File: src/rtl/pfpcd_pkg.sv
package pfpcd_pkg;

    localparam int unsigned MAX_CODE_LEN    = 10;
    localparam int unsigned TABLE_AW        = MAX_CODE_LEN + 1;
    localparam int unsigned TABLE_DEPTH     = 2 << MAX_CODE_LEN;
    localparam int unsigned CNT_W           = $clog2(MAX_CODE_LEN + 1);
    localparam int unsigned FRAME_DATA_BITS = 8;
    localparam int unsigned FRAME_CNT_W     = $clog2(FRAME_DATA_BITS + 1);
    localparam int unsigned BIT_IDX_W       = $clog2(FRAME_DATA_BITS);
    localparam int unsigned CMDQ_DEPTH      = 2;
    localparam int unsigned CMDQ_AW         = $clog2(CMDQ_DEPTH);
    localparam int unsigned RES_DEPTH       = 16;
    localparam int unsigned RES_AW          = $clog2(RES_DEPTH);
    localparam int unsigned SYM_W           = 8;
    localparam int unsigned COUNT_W         = 16;

    typedef enum logic [1:0] {
        OP_CLEAR   = 2'd0,
        OP_LOAD    = 2'd1,
        OP_DATA    = 2'd2,
        OP_RESTART = 2'd3
    } opcode_t;

    typedef enum logic [1:0] {
        CMD_CLEAR   = 2'd0,
        CMD_LOAD    = 2'd1,
        CMD_FRAME   = 2'd2,
        CMD_RESTART = 2'd3
    } cmd_kind_t;

    typedef struct packed {
        opcode_t     opcode;
        logic [3:0]  code_length;
        logic [9:0]  code_bits;
        logic [7:0]  symbol_in;
        logic [3:0]  nibble;
    } in_item_t;

    typedef struct packed {
        logic [7:0]  symbol;
        logic        code_error;
        logic        last;
    } out_item_t;

    typedef struct packed {
        logic             valid;
        logic [SYM_W-1:0] sym;
    } tbl_word_t;

    typedef struct packed {
        cmd_kind_t                  kind;
        logic [TABLE_AW-1:0]        addr;
        tbl_word_t                  entry;
        logic [FRAME_DATA_BITS-1:0] data;
    } cmd_t;

endpackage

File: src/rtl/pfpcd_cmd_queue.sv
module pfpcd_cmd_queue (
    input  logic            clk,
    input  logic            rst_n,
    input  logic            wr_en,
    input  pfpcd_pkg::cmd_t wr_cmd,
    output logic            q_full,
    input  logic            rd_en,
    output pfpcd_pkg::cmd_t rd_cmd,
    output logic            rd_valid
);
    import pfpcd_pkg::*;

    cmd_t                 slots_reg [CMDQ_DEPTH];
    logic [CMDQ_AW-1:0]   wr_ptr_reg;
    logic [CMDQ_AW-1:0]   rd_ptr_reg;
    logic [CMDQ_AW:0]     count_reg;
    logic                 do_wr;
    logic                 do_rd;

    assign q_full   = count_reg == (CMDQ_AW + 1)'(CMDQ_DEPTH);
    assign rd_valid = count_reg != '0;
    assign rd_cmd   = slots_reg[rd_ptr_reg];
    assign do_wr    = wr_en & ~q_full;
    assign do_rd    = rd_en & rd_valid;

    always_ff @(posedge clk)
    begin
        if (do_wr)
        begin
            slots_reg[wr_ptr_reg] <= wr_cmd;
        end
    end

    always_ff @(posedge clk or negedge rst_n)
    begin
        if (!rst_n)
        begin
            wr_ptr_reg <= '0;
            rd_ptr_reg <= '0;
            count_reg  <= '0;
        end
        else
        begin
            if (do_wr)
            begin
                wr_ptr_reg <= wr_ptr_reg + CMDQ_AW'(1);
            end
            if (do_rd)
            begin
                rd_ptr_reg <= rd_ptr_reg + CMDQ_AW'(1);
            end
            if (do_wr && !do_rd)
            begin
                count_reg <= count_reg + (CMDQ_AW + 1)'(1);
            end
            else if (do_rd && !do_wr)
            begin
                count_reg <= count_reg - (CMDQ_AW + 1)'(1);
            end
        end
    end

endmodule

File: config.mk
export PLATFORM = sky130hd
export DESIGN_NAME = pfpcd_cmd_queue
export DESIGN_NICKNAME = d
export VERILOG_FILES = /design/src/rtl/pfpcd_pkg.sv /design/src/rtl/pfpcd_cmd_queue.sv
export SDC_FILE = /design/constraint.sdc
export NUM_CORES = 1
export LEC_CHECK = 0
export ABC_AREA = 1
export CORE_ASPECT_RATIO = 0.5
export CORE_MARGIN = 5
export CORE_UTILIZATION = 40
export DETAILED_ROUTE_END_ITERATION = 8
export DONT_BUFFER_PORTS = 1
export GPL_ROUTABILITY_DRIVEN = 0
export MAX_ROUTING_LAYER = met4
export PLACE_DENSITY = 0.65
export SYNTH_ARGS = -nofsm -noshare
export SYNTH_HDL_FRONTEND = slang
export SYNTH_SLANG_ARGS = --single-unit
File: constraint.sdc
create_clock -name clk -period 2.4 [get_ports clk]
set_clock_uncertainty 0.05 [all_clocks]
set_input_delay 0.12 -clock clk [delete_from_list [all_inputs] [get_ports clk]]
set_output_delay 0.12 -clock clk [all_outputs]
set_load 0.03 [all_outputs]
== Word-level counts from Yosys, hierarchy flattened ==
Memories as Yosys holds them, arrays and structs flattened.
Index checks and enable logic that the tools add are counted.
W data, S select, Z words.

* Add/subtract/negate cells: 4
* Multiply operators: 0
* Divide/modulo/power cells: 0
* Magnitude comparators: 0
* Equal/unequal tests: 1
* Shifts and indexed selects: 0
* Multiplexer cells: 4
* Bitwise gates (word level): 3
* Reduce and logical (&&, ||, !) cells: 6

{| class="wikitable"
|+ Operators with widths
! operator !! count
|-
| $mux W2 || 2
|-
| $reduce_bool A2 Y1 || 2
|-
| $add A1 B1 Y1 const B || 2
|-
| $add A2 B1 Y2 const B || 1
|-
| $and A1 B1 Y1 || 2
|-
| $eq A2 B2 Y1 const B || 1
|-
| $logic_and A1 B1 Y1 || 2
|-
| $logic_not A1 Y1 || 2
|-
| $mux W1 || 2
|-
| $sub A2 B1 Y2 const B || 1
|-
| $not A1 Y1 || 1
|}

* Register bits after elaboration: 4
* Bits in latches: 0
* Memory bits (writable): 60
* Memory bits (read-only): 0
* Input bits: 34
* Word-level logic and storage cells: 22
* Memories: 1

{| class="wikitable"
|+ Memories
! name !! words !! bits a word !! rd ports !! clocked after Yosys merged registers in !! write ports !! RTL line !! source
|-
| slots_reg || 2 || 30 || 1 || 0 || 1 || pfpcd_cmd_queue.sv:13 || <nowiki>cmd_t slots_reg [CMDQ_DEPTH];</nowiki>
|}

== Longest topological paths before layout ==
Gate-level depths: netlist (run 1).

* Depth in word-level cells: 7
* Gate-level depth with buffers: 9
* Gate-level depth less buffers: 9

== Least setup slack after synthesis (run 1) ==
OpenSTA, ideal clock, no wires.

* Kind: flip-flop to flip-flop
* From: register count_reg[1]
* To: memory slots_reg[1][0] (netlist bit), enable pin
* Setup time: 0.417 ns
* Arrival: 1.866 ns
* Required time: 1.933 ns
* Setup slack: 0.067 ns
* Cell stages (with the launch flop): 4
* Buffers on the path: 0
* Path through: dfrtp_1 inv_1 o21ai_0 nor2_1

* Cells in the longest elaborated chain, start to end: 5

{| class="wikitable"
|+ RTL lines
! item !! RTL line !! source
|-
| start: declaration || pfpcd_cmd_queue.sv:16 || <nowiki>logic [CMDQ_AW:0] count_reg;</nowiki>
|-
| start signal: assignment || pfpcd_cmd_queue.sv:54 || <nowiki>count_reg <= count_reg + (CMDQ_AW + 1)'(1);</nowiki>
|-
| start signal: assignment || pfpcd_cmd_queue.sv:58 || <nowiki>count_reg <= count_reg - (CMDQ_AW + 1)'(1);</nowiki>
|-
| $eq A2 B2 Y1 || pfpcd_cmd_queue.sv:20 || <nowiki>assign q_full = count_reg == (CMDQ_AW + 1)'(CMDQ_DEPTH);</nowiki>
|-
| $not A1 Y1 || pfpcd_cmd_queue.sv:23 || <nowiki>assign do_wr = wr_en & ~q_full;</nowiki>
|-
| $and A1 B1 Y1 || pfpcd_cmd_queue.sv:23 ||
|-
| $mux W1 || pfpcd_cmd_queue.sv:28 || <nowiki>if (do_wr)</nowiki>
|-
| $mux W1 (not written as such) || pfpcd_cmd_queue.sv:30 || <nowiki>slots_reg[wr_ptr_reg] <= wr_cmd;</nowiki>
|-
| end: declaration || pfpcd_cmd_queue.sv:13 ||
|}

Every way passes these cells.

==> results.py, run 1 <==
metrics = {
    "final_layout": {
        "nets": 264,
        "largest_reg_flops": 60,
        "mostFrequentLayoutCell": "nand2_1",
        "fin_util_pct": 54.6,
        "drive_gt1_share_pct": 8.55,
        "diodes": 0,
        "final_cell_mix": "100 x nand2_1, 60 x edfxtp_1, 33 x dlygate4sd3_1",
        "fillers": 480,
        "syn_to_final_growth_pct": 28.7,
    },
    "logic_synthesis": {
        "synth.avg_cell_area_sq_um": 12.8,
        "synthesis.area_sq_um": 2400,
        "ys_seq_area_share_pct": 79.2,
        "synth_top_family_by_area": "simple AND/OR/NAND/NOR gates",
        "synthAdderAreaFrac_pct": 0.521,
        "synth_warnings": 0,
        "muxShareOfSynthArea_pct": 0,
        "synth_compound_area_share_pct": 0.208,
        "synthDistinctLibCells": 14,
        "synth_xor_xnor_area_share_pct": 0.365,
        "syn-num-nets": 223,
        "synth_seq_cells": 64,
        "synthSimpleGateAreaFrac_pct": 17.2,
        "synthCells": 188,
    },
    "clocking": {
        "clk_root_buffer_cell": "clkbuf_16",
        "clockBufferDepth": 2,
        "cts.sinks": 64,
        "post_cts_buffers": 0,
        "cts_made_buffers": 9,
        "htreeDepth": 3,
        "cts_tree": "built",
        "cts_resized": 0,
        "clock_latency_ns": 0.32,
        "clkTransAtPathRegs_ns": 0.05,
        "hold_buffers": 33,
    },
    "detailed_routing": {
        "routedLengthMet1_um": 1940,
        "met2_wirelength_um": 2280,
        "drt.antenna.violating_nets": 0,
        "routed_wl_um": 4520,
        "drcViolationCount": 0,
        "wl_met3_um": 262,
        "vias_per_cell": 4.65,
        "wire_per_inst_um": 14.7,
        "routed.top_layer": "met4",
        "drtIter0Drc": 65,
        "drt_pass1_iterations": 4,
        "vias": 1429,
    },
    "setup_path": {
        "worst-r2r-cell-count": 6,
        "start_kind": "flip-flop",
        "cp-end-kind": "output port",
        "crit_type": "reg2out",
        "cp.arrival_ns": 1.80,
        "cp_max_fo": 31,
        "cp-startpoint": "rd_ptr_reg",
        "r2r_start": "count_reg[1]",
        "worstPathRequired_ns": 2.23,
    },
    "global_route": {
        "antenna_found_initial": 0,
        "grt_pass1_vias": 1471,
        "grt_max_degree": 32,
        "track_usage_pct": 13.2,
        "grt_pass1_wl_um": 7300,
        "overflow": 0,
    },
    "sta": {
        "fin_crit_sh_pct": 81.9,
        "rsz0062_at_grt": "no",
        "finalSetupViolations": 0,
        "hold_viol_final": 0,
        "finalMaxSlewViolations": 0,
        "slew_headroom_pct": 58.7,
        "fin_crit_ns": 1.97,
        "timing.setup.tns_ns": 0,
        "tightestPinTransition_ns": 0.619,
        "layout_setup_ws_ns": 0.435,
        "fmax_mhz": 509,
    },
    "place": {
        "port_buffers": 0,
        "pre_cts_ws_ns": 0.508,
        "hpwl_um": 3090,
    },
    "worst_hold_path": {
        "hold_class": "in2async",
    },
    "floorplan": {
        "die_y_um": 64.8,
        "ios": 66,
        "dieArea_sq_um": 7750,
        "core_sq_um": 5660,
        "die-width_um": 120,
        "initial_core_util_pct": 42.5,
        "rows": 19,
    },
    "power_and_ir_drop": {
        "p_clk_share_pct": 26.4,
        "power_frac_comb_pct": 33.8,
        "p_int_w": 0.00246,
        "switching_power_w": 0.00166,
        "powerDensity_nw_per_um2": 1330,
        "max-vdd-ir-drop_mv": 0.459,
        "p_leak_nw": 1.25,
        "switching_share_pct": 40.3,
        "power_frac_seq_pct": 39.8,
    },
    "run_status": {
        "run_status": "finished, final reports clean",
    },
    "flow_run": {
        "max_cap_viol_count": 0,
    },
}
## critical path, cell delays in order, from the launching register on
cell     delay (ns)
dfrtp_1        0.58
inv_2          0.50
nand2_1        0.13
nand2_1        0.27
## path summary, 6_finish.rpt
check	to	slack, ns
worst max-delay path	rd_cmd[28]	0.43
min in group clk	wr_ptr_reg	0.09
worst min register to register	count_reg[1]	0.43
worst min-delay path	wr_ptr_reg	0.02
worst max register to register	slots_reg[0][3]	0.52
max in group asynchronous	count_reg[1]	2.12
## per-layer routing
layer	GRT usage, %	vias up
met3	6.08	6
met5	-	-
met2	21.8	33
li1	-	703
met1	13.6	687
met4	5.99	0
## power by group through the flow
stage / Combinational [W] / Clock [W] / Sequential, W
final: 0.00139 / 0.00109 / 0.00164
after global routing: 0.00153 / 0.00116 / 0.00166
after CTS: 0.00143 / 0.00110 / 0.00164
after detailed placement: 0.00137 / 0 / 0.00166
after global placement: 0.00135 / 0 / 0.00165
after floorplan: 0.00116 / 0 / 0.00162
## stage by stage
step	total power, W	hold slack, ns	cell area [sq um]	cells
CTS	0.00417	0.0125	3090	307
detailed placement	0.00303	-0.225	2510	258
global placement	0.00300	-0.225	2510	258
global route	0.00435	0.0246	3090	307
floorplan	0.00278	-0.226	2400	188
finish	0.00412	0.0175	3090	307
## cell usage after synthesis (all sizes together)
| cell type | number | share of area [%] |
|---|---|---|
| buf | 6 | 1.3 |
| edfxtp | 60 | 75 |
| inv | 8 | 1.3 |
| dfrtp | 4 | 4.2 |
| nand3 | 2 | 0.42 |
| nand4 | 1 | 0.26 |
| xnor2 | 1 | 0.36 |
| nor2 | 3 | 0.68 |
| nand2 | 101 | 16 |
| ha | 1 | 0.52 |
| o21ai | 1 | 0.21 |
## kinds of logic after synthesis
family                   count (synthesis)
buffers and inverters                   14
flip-flops                              64
adder cells (fa/ha/maj)                  1
XOR/XNOR                                 1
AO/OA/AOI/OAI                            1
AND/OR/NAND/NOR                        107
## area by class of cell
type	count	area (sq um)	area share (%)
clock inverter	6	26.3	0.850
timing repair buffer	36	365	11.8
clock buffer	10	229	7.41
sequential	64	1900	61.5
inverter	8	30.0	0.971
tap	73	91.3	2.95
multi-input combinational	110	448	14.5
Note: power is estimated with default switching activity, not from simulation.
==> run 2: changes to the inputs <==
--- a/config.mk
+++ b/config.mk
@@ -13,7 +13,7 @@
 export DONT_BUFFER_PORTS = 1
 export GPL_ROUTABILITY_DRIVEN = 0
 export MAX_ROUTING_LAYER = met4
-export PLACE_DENSITY = 0.65
+export PLACE_DENSITY = 0.63
 export SYNTH_ARGS = -nofsm -noshare
 export SYNTH_HDL_FRONTEND = slang
 export SYNTH_SLANG_ARGS = --single-unit
==> constraint.sdc (replaced) <==
create_clock -name clk -period 1.9 [get_ports clk]
set_clock_uncertainty 0.05 [all_clocks]
set_input_delay 0.095 -clock clk [delete_from_list [all_inputs] [get_ports clk]]
set_output_delay 0.095 -clock clk [all_outputs]
set_load 0.03 [all_outputs]
==> results.py, run 2 (synthesis results as in run 1) <==
metrics = {
    "floorplan": {
        "ios": 66,
        "die_y_um": 64.8,
        "dieArea_sq_um": 7750,
        "rows": 19,
        "die-width_um": 120,
        "core_sq_um": 5660,
        "initial_core_util_pct": 42.5,
    },
    "final_layout": {
        "final_cell_mix": "100 x nand2_1, 60 x edfxtp_1, 34 x dlygate4sd3_1",
        "mostFrequentLayoutCell": "nand2_1",
        "syn_to_final_growth_pct": 30.6,
        "diodes": 0,
        "design_area_sq_um": 3140,
        "nets": 268,
        "multi_input_area_sq_um": 448,
        "largest_reg_flops": 60,
        "fillers": 466,
        "final-seq-area_sq_um": 1900,
        "drive_gt1_share_pct": 9.66,
    },
    "detailed_routing": {
        "drt_pass1_iterations": 4,
        "vias_per_cell": 4.66,
        "wire_per_inst_um": 14.6,
        "drt.antenna.violating_nets": 0,
        "drtIter0Drc": 53,
        "vias": 1449,
        "routed_wl_um": 4550,
        "drcViolationCount": 0,
    },
    "power_and_ir_drop": {
        "total_power_w": 0.00537,
        "power_frac_seq_pct": 37.6,
        "p_int_w": 0.00326,
        "switching_share_pct": 39.3,
        "switching_power_w": 0.00211,
        "power_frac_comb_pct": 34.1,
        "p_clk_share_pct": 28.3,
        "powerDensity_nw_per_um2": 1710,
        "p_leak_nw": 1.28,
        "max-vdd-ir-drop_mv": 0.914,
    },
    "clocking": {
        "cts_resized": 0,
        "clk_root_buffer_cell": "clkbuf_16",
        "post_cts_buffers": 0,
        "clockBufferDepth": 2,
        "cts_tree": "built",
        "clock_latency_ns": 0.32,
        "clkTransAtPathRegs_ns": 0.05,
        "cts_made_buffers": 9,
        "htreeDepth": 3,
        "cts.sinks": 64,
        "hold_buffers": 34,
    },
    "sta": {
        "fin_crit_ns": 1.66,
        "tightestPinTransition_ns": 0.563,
        "hold_viol_final": 0,
        "timing.setup.tns_ns": 0,
        "layout_setup_ws_ns": 0.243,
        "finalSetupViolations": 0,
        "finalMaxSlewViolations": 0,
        "fmax_mhz": 603,
        "rsz0062_at_grt": "no",
        "fin_crit_sh_pct": 87.2,
        "slew_headroom_pct": 62.4,
    },
    "setup_path": {
        "worstPathRequired_ns": 1.75,
        "crit_type": "reg2out",
        "cp_max_fo": 31,
        "cp-end-kind": "output port",
        "r2r_start": "count_reg[0]",
        "worst_r2r_endpoint": "count_reg[1]",
        "worst-r2r-cell-count": 8,
        "cp.arrival_ns": 1.51,
        "start_kind": "flip-flop",
        "rrSetupSlack_ns": 0.32,
    },
    "worst_hold_path": {
        "hold_start": "wr_en",
        "hold_end": "wr_ptr_reg",
        "hold_depth": 3,
        "hold_class": "in2reg",
    },
    "place": {
        "port_buffers": 0,
        "pre_cts_ws_ns": 0.331,
        "post_dp_cell_area_sq_um": 2520,
        "hpwl_um": 2940,
    },
    "global_route": {
        "use_met2_pct": 20.9,
        "track_usage_pct": 13.3,
        "use_met1_pct": 14.7,
        "antenna_found_initial": 0,
        "groute.layer.met3.usage_pct": 5.30,
        "grt_max_degree": 32,
        "grt_pass1_wl_um": 7240,
        "grt_busiest_layer": "met2",
        "grt_pass1_vias": 1442,
        "overflow": 0,
    },
    "flow_run": {
        "max_cap_viol_count": 0,
    },
    "run_status": {
        "run_status": "finished, final reports clean",
    },
}
==> run 2: cell type report <==
class,count,area share [%]
Clock buffer,11,7.42
Clock inverter,5,1.52
Inverter,8,0.957
Multi-Input combinational cell,110,14.3
Sequential cell,64,60.6
Tap cell,73,2.91
Timing Repair Buffer,40,12.3
==> run 2: layer usage <==
layer  vias to the layer above  share of wire [%]
met5                         -                  0
met4                         0                1.7
met3                         5                5.6
met2                        44                 51
met1                       683                 42
li1                        717                  -
==> run 2: worst max path at each step <==
stage                             from         endpoint
final                       rd_ptr_reg       rd_cmd[14]
after global routing        rd_ptr_reg       rd_cmd[26]
after CTS                   rd_ptr_reg       rd_cmd[14]
after detailed placement  count_reg[0]     count_reg[1]
after global placement    count_reg[0]     count_reg[1]
after floorplan           count_reg[1]  slots_reg[1][0]
==> run 2: power by group through the flow <==
stage	clock network, W	logic (W)	registers [W]
after floorplan	0	0.00147	0.00204
after global placement	0	0.00177	0.00203
after detailed placement	0	0.00180	0.00205
after CTS	0.00158	0.00187	0.00202
after global routing	0.00164	0.00201	0.00205
final	0.00152	0.00183	0.00202
==> run 2: critical path: stages (launching register included) <==
cell,delay [ns]
dfrtp_1,0.38
inv_2,0.43
nand2_1,0.10
nand2_1,0.28
==> run 2: per-stage QoR <==
stage	util (%)	hold slack, ns	cells
4_1_cts	55.4	0.0481	311
6_report	55.4	0.0563	311
5_1_grt	55.4	0.0792	311
2_1_floorplan	-	-0.251	188
3_3_place_gp	44.5	-0.250	261
3_5_place_dp	44.5	-0.250	261
