$ cat config.mk
export PLATFORM = sky130hd
export DESIGN_NAME = pfpcd_front
export DESIGN_NICKNAME = d
export VERILOG_FILES = /design/src/rtl/pfpcd_pkg.sv /design/src/rtl/pfpcd_front.sv
export SDC_FILE = /design/constraint.sdc
export NUM_CORES = 1
export LEC_CHECK = 0
export BUFFER_PORTS_ARGS = -buffer_cell sky130_fd_sc_hd__buf_4
export CAP_MARGIN = 30
export CORE_MARGIN = 1.5
export CORE_UTILIZATION = 48
export CTS_CLUSTER_DIAMETER = 30
export DETAILED_ROUTE_END_ITERATION = 10
export GPL_TIMING_DRIVEN = 1
export PLACE_DENSITY = 0.8
export SETUP_SLACK_MARGIN = 0.3
export SLEW_MARGIN = 20
export SYNTH_ARGS = -nofsm -noshare
export SYNTH_HDL_FRONTEND = slang
export SYNTH_SLANG_ARGS = --single-unit
$ cat constraint.sdc
create_clock -name clk -period 3.4 [get_ports clk]
set_clock_uncertainty 0.2 [all_clocks]
set_input_delay 0.34 -clock clk [delete_from_list [all_inputs] [get_ports clk]]
set_output_delay 0.34 -clock clk [all_outputs]
set_load 0.1 [all_outputs]
$ cat src/rtl/pfpcd_pkg.sv
package pfpcd_pkg;

    localparam int unsigned MAX_CODE_LEN    = 10;
    localparam int unsigned TABLE_AW        = MAX_CODE_LEN + 1;
    localparam int unsigned TABLE_DEPTH     = 2 << MAX_CODE_LEN;
    localparam int unsigned CNT_W           = $clog2(MAX_CODE_LEN + 1);
    localparam int unsigned FRAME_DATA_BITS = 8;
    localparam int unsigned FRAME_CNT_W     = $clog2(FRAME_DATA_BITS + 1);
    localparam int unsigned BIT_IDX_W       = $clog2(FRAME_DATA_BITS);
    localparam int unsigned CMDQ_DEPTH      = 2;
    localparam int unsigned CMDQ_AW         = $clog2(CMDQ_DEPTH);
    localparam int unsigned RES_DEPTH       = 16;
    localparam int unsigned RES_AW          = $clog2(RES_DEPTH);
    localparam int unsigned SYM_W           = 8;
    localparam int unsigned COUNT_W         = 16;

    typedef enum logic [1:0] {
        OP_CLEAR   = 2'd0,
        OP_LOAD    = 2'd1,
        OP_DATA    = 2'd2,
        OP_RESTART = 2'd3
    } opcode_t;

    typedef enum logic [1:0] {
        CMD_CLEAR   = 2'd0,
        CMD_LOAD    = 2'd1,
        CMD_FRAME   = 2'd2,
        CMD_RESTART = 2'd3
    } cmd_kind_t;

    typedef struct packed {
        opcode_t     opcode;
        logic [3:0]  code_length;
        logic [9:0]  code_bits;
        logic [7:0]  symbol_in;
        logic [3:0]  nibble;
    } in_item_t;

    typedef struct packed {
        logic [7:0]  symbol;
        logic        code_error;
        logic        last;
    } out_item_t;

    typedef struct packed {
        logic             valid;
        logic [SYM_W-1:0] sym;
    } tbl_word_t;

    typedef struct packed {
        cmd_kind_t                  kind;
        logic [TABLE_AW-1:0]        addr;
        tbl_word_t                  entry;
        logic [FRAME_DATA_BITS-1:0] data;
    } cmd_t;

endpackage

$ cat src/rtl/pfpcd_front.sv
module pfpcd_front (
    input  logic              clk,
    input  logic              rst_n,
    input  logic              push,
    output logic              full,
    input  pfpcd_pkg::in_item_t item,
    input  logic              q_full,
    input  logic              sweeping,
    output logic              q_push,
    output pfpcd_pkg::cmd_t   q_cmd
);
    import pfpcd_pkg::*;

    logic [FRAME_DATA_BITS-1:0] frame_data_reg, frame_data_next;
    logic [FRAME_CNT_W-1:0]     frame_count_reg, frame_count_next;
    logic                       frame_parity_reg, frame_parity_next;

    logic [FRAME_DATA_BITS-1:0] fd;
    logic [FRAME_CNT_W-1:0]     fc;
    logic                       fp;
    logic                       frame_done;
    logic [FRAME_DATA_BITS-1:0] frame_byte;
    logic                       accept;
    logic                       len_ok;
    logic [TABLE_AW-1:0]        len_one;

    assign full   = q_full | sweeping;
    assign accept = push & ~full;

    // walk the four nibble bits msb first; at most one frame closes per nibble
    always_comb
    begin
        fd         = frame_data_reg;
        fc         = frame_count_reg;
        fp         = frame_parity_reg;
        frame_done = 1'b0;
        frame_byte = '0;
        for (int b = 3; b >= 0; b--)
        begin
            fp = fp ^ item.nibble[b];
            if (fc >= FRAME_CNT_W'(FRAME_DATA_BITS))
            begin
                if (fp)
                begin
                    frame_done = 1'b1;
                    frame_byte = fd;
                end
                fd = '0;
                fc = '0;
                fp = 1'b0;
            end
            else
            begin
                fd = FRAME_DATA_BITS'({fd, item.nibble[b]});
                fc = fc + FRAME_CNT_W'(1);
            end
        end
    end

    assign len_ok  = (item.code_length != 4'd0) &&
                     (item.code_length <= 4'(MAX_CODE_LEN));
    assign len_one = TABLE_AW'(1) << item.code_length;

    always_comb
    begin
        q_push            = 1'b0;
        q_cmd.kind        = CMD_RESTART;
        q_cmd.addr        = len_one | (TABLE_AW'(item.code_bits) & (len_one - TABLE_AW'(1)));
        q_cmd.entry.valid = item.symbol_in != 8'd0;
        q_cmd.entry.sym   = item.symbol_in;
        q_cmd.data        = frame_byte;
        frame_data_next   = frame_data_reg;
        frame_count_next  = frame_count_reg;
        frame_parity_next = frame_parity_reg;
        unique case (item.opcode)
            OP_CLEAR:
            begin
                q_cmd.kind        = CMD_CLEAR;
                q_push            = accept;
                frame_data_next   = '0;
                frame_count_next  = '0;
                frame_parity_next = 1'b0;
            end
            OP_RESTART:
            begin
                q_cmd.kind        = CMD_RESTART;
                q_push            = accept;
                frame_data_next   = '0;
                frame_count_next  = '0;
                frame_parity_next = 1'b0;
            end
            OP_LOAD:
            begin
                q_cmd.kind = CMD_LOAD;
                q_push     = accept & len_ok;
            end
            OP_DATA:
            begin
                q_cmd.kind        = CMD_FRAME;
                q_push            = accept & frame_done;
                frame_data_next   = fd;
                frame_count_next  = fc;
                frame_parity_next = fp;
            end
        endcase
    end

    always_ff @(posedge clk or negedge rst_n)
    begin
        if (!rst_n)
        begin
            frame_data_reg   <= '0;
            frame_count_reg  <= '0;
            frame_parity_reg <= 1'b0;
        end
        else if (accept)
        begin
            frame_data_reg   <= frame_data_next;
            frame_count_reg  <= frame_count_next;
            frame_parity_reg <= frame_parity_next;
        end
    end

endmodule

-- Word level (Yosys, flattened, before mapping)
Cells that the tools add are included.
- bits in registers: 13
- memories kept: 0
- input bits: 33
- latch bits: 0
- word-level logic and storage cells: 68
- bits in writable memories: 0
- bits in read-only memories: 0
- add/sub/neg operators: 5
- equal/unequal tests: 3
- div/mod/pow operators: 0
- shift operators: 1
- order comparisons: 5
- multipliers: 0
- reduce and logical (&&, ||, !) cells: 7
- bitwise operators: 11
- mux-type cells: 33
- operators by type and width (kind ; count):
    8-bit 2-to-1 mux ; 12
    4-bit by 1-bit adder with 4-bit output (second input constant) ; 4
    4-bit >= comparator (second input constant) ; 4
    4-bit 2-to-1 mux ; 4
    8-bit case mux with 2 select lines ; 1
    1-bit 2-to-1 mux ; 12
    10-bit by 11-bit AND with 11-bit output ; 1
    11-bit bitwise OR ; 1
    1-bit by 4-bit << shifter with 11-bit output (first input constant) ; 1
    11-bit by 1-bit subtractor with 11-bit output (second input constant) ; 1
    2-bit case mux with 4 select lines ; 1
    4-bit case mux with 2 select lines ; 1
    8-bit nonzero test ; 1
    2-bit == test (second input constant) ; 2
    4-bit <= comparator (second input constant) ; 1
    4-bit nonzero test ; 1
    1-bit bitwise XOR ; 4
    1-bit AND ; 3
    1-bit case mux with 3 select lines ; 1
    2-bit by 1-bit == test with 1-bit output (second input constant) ; 1
    2-bit zero test ; 1
    1-bit case mux with 2 select lines ; 1
    2-bit AND reduction ; 1
    2-bit nonzero test ; 1
    4 further kinds ; 4

-- Depth between registers and ports, before layout
Gate-level depths: netlist (run 1).
- word-level depth: 11
- gate-level depth with buffers: 12
- gate-level depth less buffers: 12

-- Least setup slack after synthesis (run 1)
Ideal clock, no wire load.
- path type: register to output
- start: reg frame_count_reg[0]
- end: out q_cmd[1] (netlist bit)
- data arrival time: 4233 ps
- setup slack: -1373 ps
- data required time: 2860 ps
- buffers on the path: 0
- cell stages (with the launch flop): 9
- cell sequence: dfrtp_1 -> inv_1 -> ha_1 -> nand2b_1 -> ha_1 -> nand2_1 -> nor4_1 -> a221oi_1 -> o21ai_0
- RTL lines (element ; line ; source):
    start, declared ; pfpcd_front.sv:15 ; logic [FRAME_CNT_W-1:0] frame_count_reg, frame_count_next;
    start signal, assigned ; pfpcd_front.sv:119 ; frame_count_reg <= frame_count_next;
    end, declared ; pfpcd_front.sv:10 ; output pfpcd_pkg::cmd_t q_cmd

==> impl_metrics.ini, run 1 <==
[run_status]
status = complete, no violations

[global_route]
grt_usage_pct = 26.7
busiest_layer = met2
use_met2_pct = 47.4
antenna_found_initial = 0
grt_max_degree = 16
met3_usage_pct = 4.80
grt_pass1_wl_um = 7370
met1_usage_pct = 34.2
grt_overflow = 0
grt_pass1_vias = 1653

[routing]
drtPass1Iterations = 5
vias = 1763
finalWirelength_um = 4850
avgViaCountPerCell = 5.76
wl_per_cell_um = 15.8
route.detailed.drc = 0
drt_iter0_drc = 91
ant_nets = 0

[clock_network]
cts_tree = built
clock_latency_ps = 280
cts.sink_count = 13
clkTransAtPathRegs_ps = 90
htreeDepth = 1
cts_buffer_depth = 2
numCtsBuffers = 3
clock-root-buffer = clkbuf_4

[timing]
setup_viol = 0
drv_slew = 0
max_freq_ghz = 0.323
slew_headroom_pct = 57.0
fin_crit_sh_pct = 91.1
tightest_slew_ps = 640
min_period_ps = 3100
hold_violations = 0
grt_setup_unrepaired = yes
fin_tns_setup_ps = 0

[logic_synthesis]
muxShareOfSynthArea_pct = 0.653
synthArstFlopShare_pct = 100
synth-seq-area-share_pct = 21.2
ys.flop_type = dfrtp_1
synth_xor_area_share_pct = 4.00
synth.avg_cell_area_sq_um = 7.59
synth_seq_cells = 13
synth_compound_area_share_pct = 31.1
synthAdderAreaFrac_pct = 8.97
synth-simple-area-share_pct = 24.1
synth_cells = 202
synth_edf_count = 0
synthDistinctLibCells = 45
syn_nets = 246
synth_top_cell_by_area = dfrtp_1
netlist.area_leader.share_pct = 21.2
synthesis.area_sq_um = 1530
ys_warn_count = 0
synthTopCellsByArea = dfrtp_1 21%, ha_1 9.0%, o21ai_0 6.5%, a22o_1 4.6%, nand2_1 4.2%
synth_top_family_by_area = compound AO/OA/AOI/OAI gates

[critical_path]
critPathCaptureType = output port
r2r_cells = 9
critical_path_arrival_ps = 2560
start_kind = flip-flop
rrSetupSlack_ps = 640
reg2reg_to = frame_data_reg[7]
crit_type = reg -> out
crit_fanout = 7
timing.rr.start = frame_count_reg[0]
required_ps = 2860

[pwr]
p_clk_share_pct = 6.6
p_switching_uw = 823
swShare_pct = 55.9
p_int_uw = 649
p_comb_share_pct = 78.3
irDropWorstVdd_v = 0.000410
pwr_density_cell_nw_per_um2 = 599
power_leakage_uw = 0.00109
seq_power_share_pct = 15.2

[floorplan]
ios = 65
die_h_um = 59.5
num_rows = 20
floorplan.initialDensity_pct = 50.2
die-area_sq_um = 3540
die_x_um = 59.5
fp.coreArea_sq_um = 3050

[min_path]
hold_class = in -> reg
hold_end = frame_data_reg[0]
hold_start = item[0]
holdPathStages = 2

[finish]
fillers = 208
n_antenna_cell = 0
area_growth_pct = 60.0
final_layout_size_suffix_gt1_share_pct = 45.8
final_cell_count_no_fill = 306
layout_commonest_cell = buf_4
largest_reg_flops = 8
final_nets = 307
layout_common_cells = 65 x buf_4, 16 x nand2_1, 12 x nor2_1

[placement]
dp.cells = 295
hpwl_um = 3140
io_buffers = 64
gp_congestion = 0.932

[flow_run]
cap_violations = 0
## power groups by stage
| stage | clock (uW) | combinational [uW] | sequential [uW] |
|---|---|---|---|
| after CTS | 97.3 | 1080 | 215 |
| after detailed placement | 0 | 919 | 221 |
| final | 96.6 | 1150 | 223 |
| after global placement | 0 | 907 | 221 |
| after floorplan | 0 | 766 | 203 |
| after global routing | 107 | 1220 | 227 |
## repair_timing
action / 4_1_cts / 5_1_grt
setup endpoints to repair: 9 / 9
hold endpoints to repair: 13 / 0
setup buffers: 4 / 2
gates cloned: 0 / 0
hold buffers: 1 / 0
resized for setup: 44 / 22
pin swaps: 3 / 5
## critical path, stage by stage, from the launching register on
cell and delay, ps:
dfrtp_1 360, inv_1 80, ha_4 290, nand2b_1 90, ha_4 290, nand2_2 90
nor3_4 200, and2_4 190, buf_6 130, a21boi_0 100, o21ai_1 200, buf_6 260
## logic make-up after synthesis
logic type	after synthesis
AO/OA/AOI/OAI	67
XOR/XNOR	7
adder cells (fa/ha/maj)	11
buffers and inverters	30
flip-flops	13
multiplexers	1
AND/OR/NAND/NOR	73
## routing by layer
layer | vias up | share of wire, %
met1 | 808 | 40
li1 | 859 | -
met5 | - | 0
met4 | 0 | 1.3
met3 | 10 | 6.6
met2 | 86 | 52
## cells in the mapped netlist (3+ instances only)
cell	n
o21ai_0	20
nand2_1	17
nor2_1	14
dfrtp_1	13
ha_1	11
inv_1	9
nand3_1	9
a21boi_0	8
a22o_1	8
a22oi_1	8
buf_4	8
clkbuf_1	8
a221oi_1	7
nor3_1	6
nor4_1	5
nand2b_1	4
or2_2	4
xnor2_1	4
nor2b_1	3
xor2_1	3
## stage by stage
stage	instance area, sq um	util [%]	hold slack, ps	power (uW)	setup slack (ps)
floorplan	1640	-	-156	969	-393
detailed placement	2100	68.7	-7.77	1140	292
global route	2450	80.4	171	1560	213
CTS	2350	77.0	140	1400	278
global placement	2100	68.7	-4.36	1130	294
finish	2450	80.4	164	1470	302
## area by class of cell
cell class | instances | area, sq um | share of cell area [%]
tap | 44 | 55.1 | 2.24
sequential | 13 | 328 | 13.4
multi-input combinational | 159 | 1330 | 54.0
clock buffer | 4 | 26.3 | 1.07
inverter | 9 | 33.8 | 1.38
timing repair buffer | 77 | 687 | 28.0
## how the worst max path moves through the flow
stage                            start       end  cells after the start
floorplan           frame_count_reg[0]  q_cmd[1]                     10
global placement    frame_count_reg[0]  q_cmd[2]                     11
detailed placement  frame_count_reg[0]  q_cmd[2]                     11
CTS                 frame_count_reg[0]  q_cmd[5]                     10
global route        frame_count_reg[1]  q_cmd[1]                     11
finish              frame_count_reg[1]  q_cmd[1]                     11
No activity file was read; power rests on OpenSTA's default activity.
==> inputs of run 2 (changes only) <==
Settings changed: CELL_PAD_IN_SITES_DETAIL_PLACEMENT set to 0, CELL_PAD_IN_SITES_GLOBAL_PLACEMENT set to 2, CORE_UTILIZATION 48 to 26, PLACE_DENSITY 0.8 to unset, PLACE_DENSITY_LB_ADDON set to 0.1, SETUP_SLACK_MARGIN 0.3 to unset.
==> run 2 against run 1 <==
  * Sequential power fell by 5%
  * Non-clock buffer count up 2
  * Worst setup slack worse by 160 ps
  * Power shrank 8.6%
  * Largest cell class unchanged
  * Design area decreased by 6.5%
  * Sequential cell count did not move
  * Routed wire length shrank 3.8%
  * Largest power group unchanged
  * Worst hold slack improved by 18 ps
  * Critical endpoint is now q_cmd[0]
  * Maximum frequency fell by 4.9%
==> impl_metrics.ini, run 2 (synthesized netlist as in run 1, its figures left out) <==
[flow_run]
cap_violations = 0

[clock_network]
post_cts_buffers = 0
clkTransAtPathRegs_ps = 60
numCtsBuffers = 3
cts_tree = built
cts_buffer_depth = 2
cts.sink_count = 13
htreeDepth = 1
clock-root-buffer = clkbuf_8
clock_latency_ps = 240

[pwr]
swShare_pct = 55.9
p_int_uw = 593
p_switching_uw = 752
pwr_density_cell_nw_per_um2 = 586
power_leakage_uw = 0.00104
p_clk_share_pct = 10.4
p_comb_share_pct = 73.9
irDropWorstVdd_v = 0.000296
seq_power_share_pct = 15.7

[global_route]
grt_usage_pct = 15.0
antenna_found_initial = 0
grt_pass1_wl_um = 7740
grt_pass1_vias = 1577
grt_max_degree = 16
grt_overflow = 0

[critical_path]
required_ps = 2860
start_kind = flip-flop
cpMaxStageDelayCell = dfrtp_1
timing.rr.start = frame_count_reg[1]
cpPeakStageDelay_ps = 490
rrSetupSlack_ps = 740
path_cells = buf_4 > or3_1 > a21oi_2 > xnor2_2 > buf_4 > or4_1 > nand3_1 > buf_8
reg2reg_to = frame_count_reg[2]
critPathCaptureType = output port
critical_path_arrival_ps = 2720
crit_top_cell = buf_4
crit_type = reg -> out
r2r_cells = 9
crit_fanout = 11

[min_path]
holdPathStages = 2
hold_class = in -> reg
hold_end = frame_data_reg[2]
hold_start = item[2]

[finish]
fillers = 597
area_growth_pct = 49.7
n_antenna_cell = 0
largest_reg_flops = 8
final_cell_count_no_fill = 336
final_nets = 309
layout_commonest_cell = buf_4
final_layout_size_suffix_gt1_share_pct = 37.5
layout_common_cells = 71 x buf_4, 17 x nand2_1, 14 x nor2_1

[placement]
dp.cells = 331
gp_congestion = 0.728
io_buffers = 64
pre_cts_ws_ps = -98.3
hpwl_um = 3580

[routing]
wl_per_cell_um = 13.9
drtPass1Iterations = 5
finalWirelength_um = 4660
route.detailed.drc = 0
vias = 1715
drt_iter0_drc = 86
ant_nets = 0
avgViaCountPerCell = 5.10

[timing]
min_period_ps = 3260
timing.hold.ws_ps = 182
fin_crit_sh_pct = 95.8
grt_setup_unrepaired = no
slew_headroom_pct = 57.7
max_freq_ghz = 0.307
setup_viol = 0
hold_violations = 0
tightest_slew_ps = 635
setup_ws_ps = 143
drv_slew = 0

[floorplan]
num_rows = 27
die_h_um = 79.8
fp.coreArea_sq_um = 5610
die_x_um = 79.8
ios = 65
floorplan.initialDensity_pct = 27.4
die-area_sq_um = 6370

[run_status]
status = complete, no violations
run 2: cell count changes in the layout (fill, tap and decap cells not counted), moves of 5 or more:
cell      delta
buf_12       -7
a221oi_2     -7
buf_4        +6
a21boi_0     +5
a221oi_1     +7
run 2: area by class of cell:
| cell class | count | area [sq um] | share of cell area [%] |
|---|---|---|---|
| timing repair buffer | 79 | 626 | 27.2 |
| tap | 72 | 90.1 | 3.92 |
| clock buffer | 4 | 45.0 | 1.96 |
| inverter | 9 | 33.8 | 1.47 |
| multi-input combinational | 159 | 1170 | 51.2 |
| sequential | 13 | 327 | 14.2 |
run 2: critical path, delay by kind of cell (launching register included):
family / cells / cell delay, ps
AND/OR/NAND/NOR: 3 / 970
buffers and inverters: 3 / 630
flip-flops: 1 / 490
AO/OA/AOI/OAI: 1 / 210
XOR/XNOR: 1 / 190
run 2: worst max-delay path by stage:
stage / slack (ps) / start / end
after floorplan: -620 / frame_count_reg[0] / q_cmd[1]
after global placement: 20 / frame_count_reg[0] / q_push
after detailed placement: -100 / frame_count_reg[0] / q_push
after CTS: 20 / frame_count_reg[0] / q_cmd[0]
after global routing: 8 / frame_count_reg[3] / q_cmd[0]
final: 140 / frame_count_reg[3] / q_cmd[0]
run 2: power by group through the flow:
stage / combinational (uW) / clock (uW) / sequential, uW
floorplan: 764 / 0 / 203
global placement: 962 / 0 / 213
detailed placement: 961 / 0 / 212
CTS: 970 / 143 / 210
global route: 1070 / 151 / 216
finish: 993 / 140 / 211
run 2: stage by stage:
step	power, uW	util [%]	TNS [ps]	cell area (sq um)
floorplan	966	-	-619	1620
global placement	1180	38.8	0	2180
detailed placement	1170	38.8	-98.3	2180
CTS	1320	39.9	0	2240
global route	1440	40.9	0	2300
finish	1350	40.9	0	2300
run 2: routing by layer:
layer	global-route usage (%)	share of wire, %	vias to the layer above
li1	-	-	858
met1	22.8	50	800
met2	22.6	44	54
met3	1.94	5.7	3
met4	2.59	0.45	0
met5	0	0	-
run 2: repair_timing:
item | 4_1_cts | 5_1_grt
endpoints found under the setup margin | 1 | 9
hold buffers | 1 | 0
cloned | 0 | 0
endpoints found under the hold margin | 13 | 0
gates resized for setup | 2 | 14
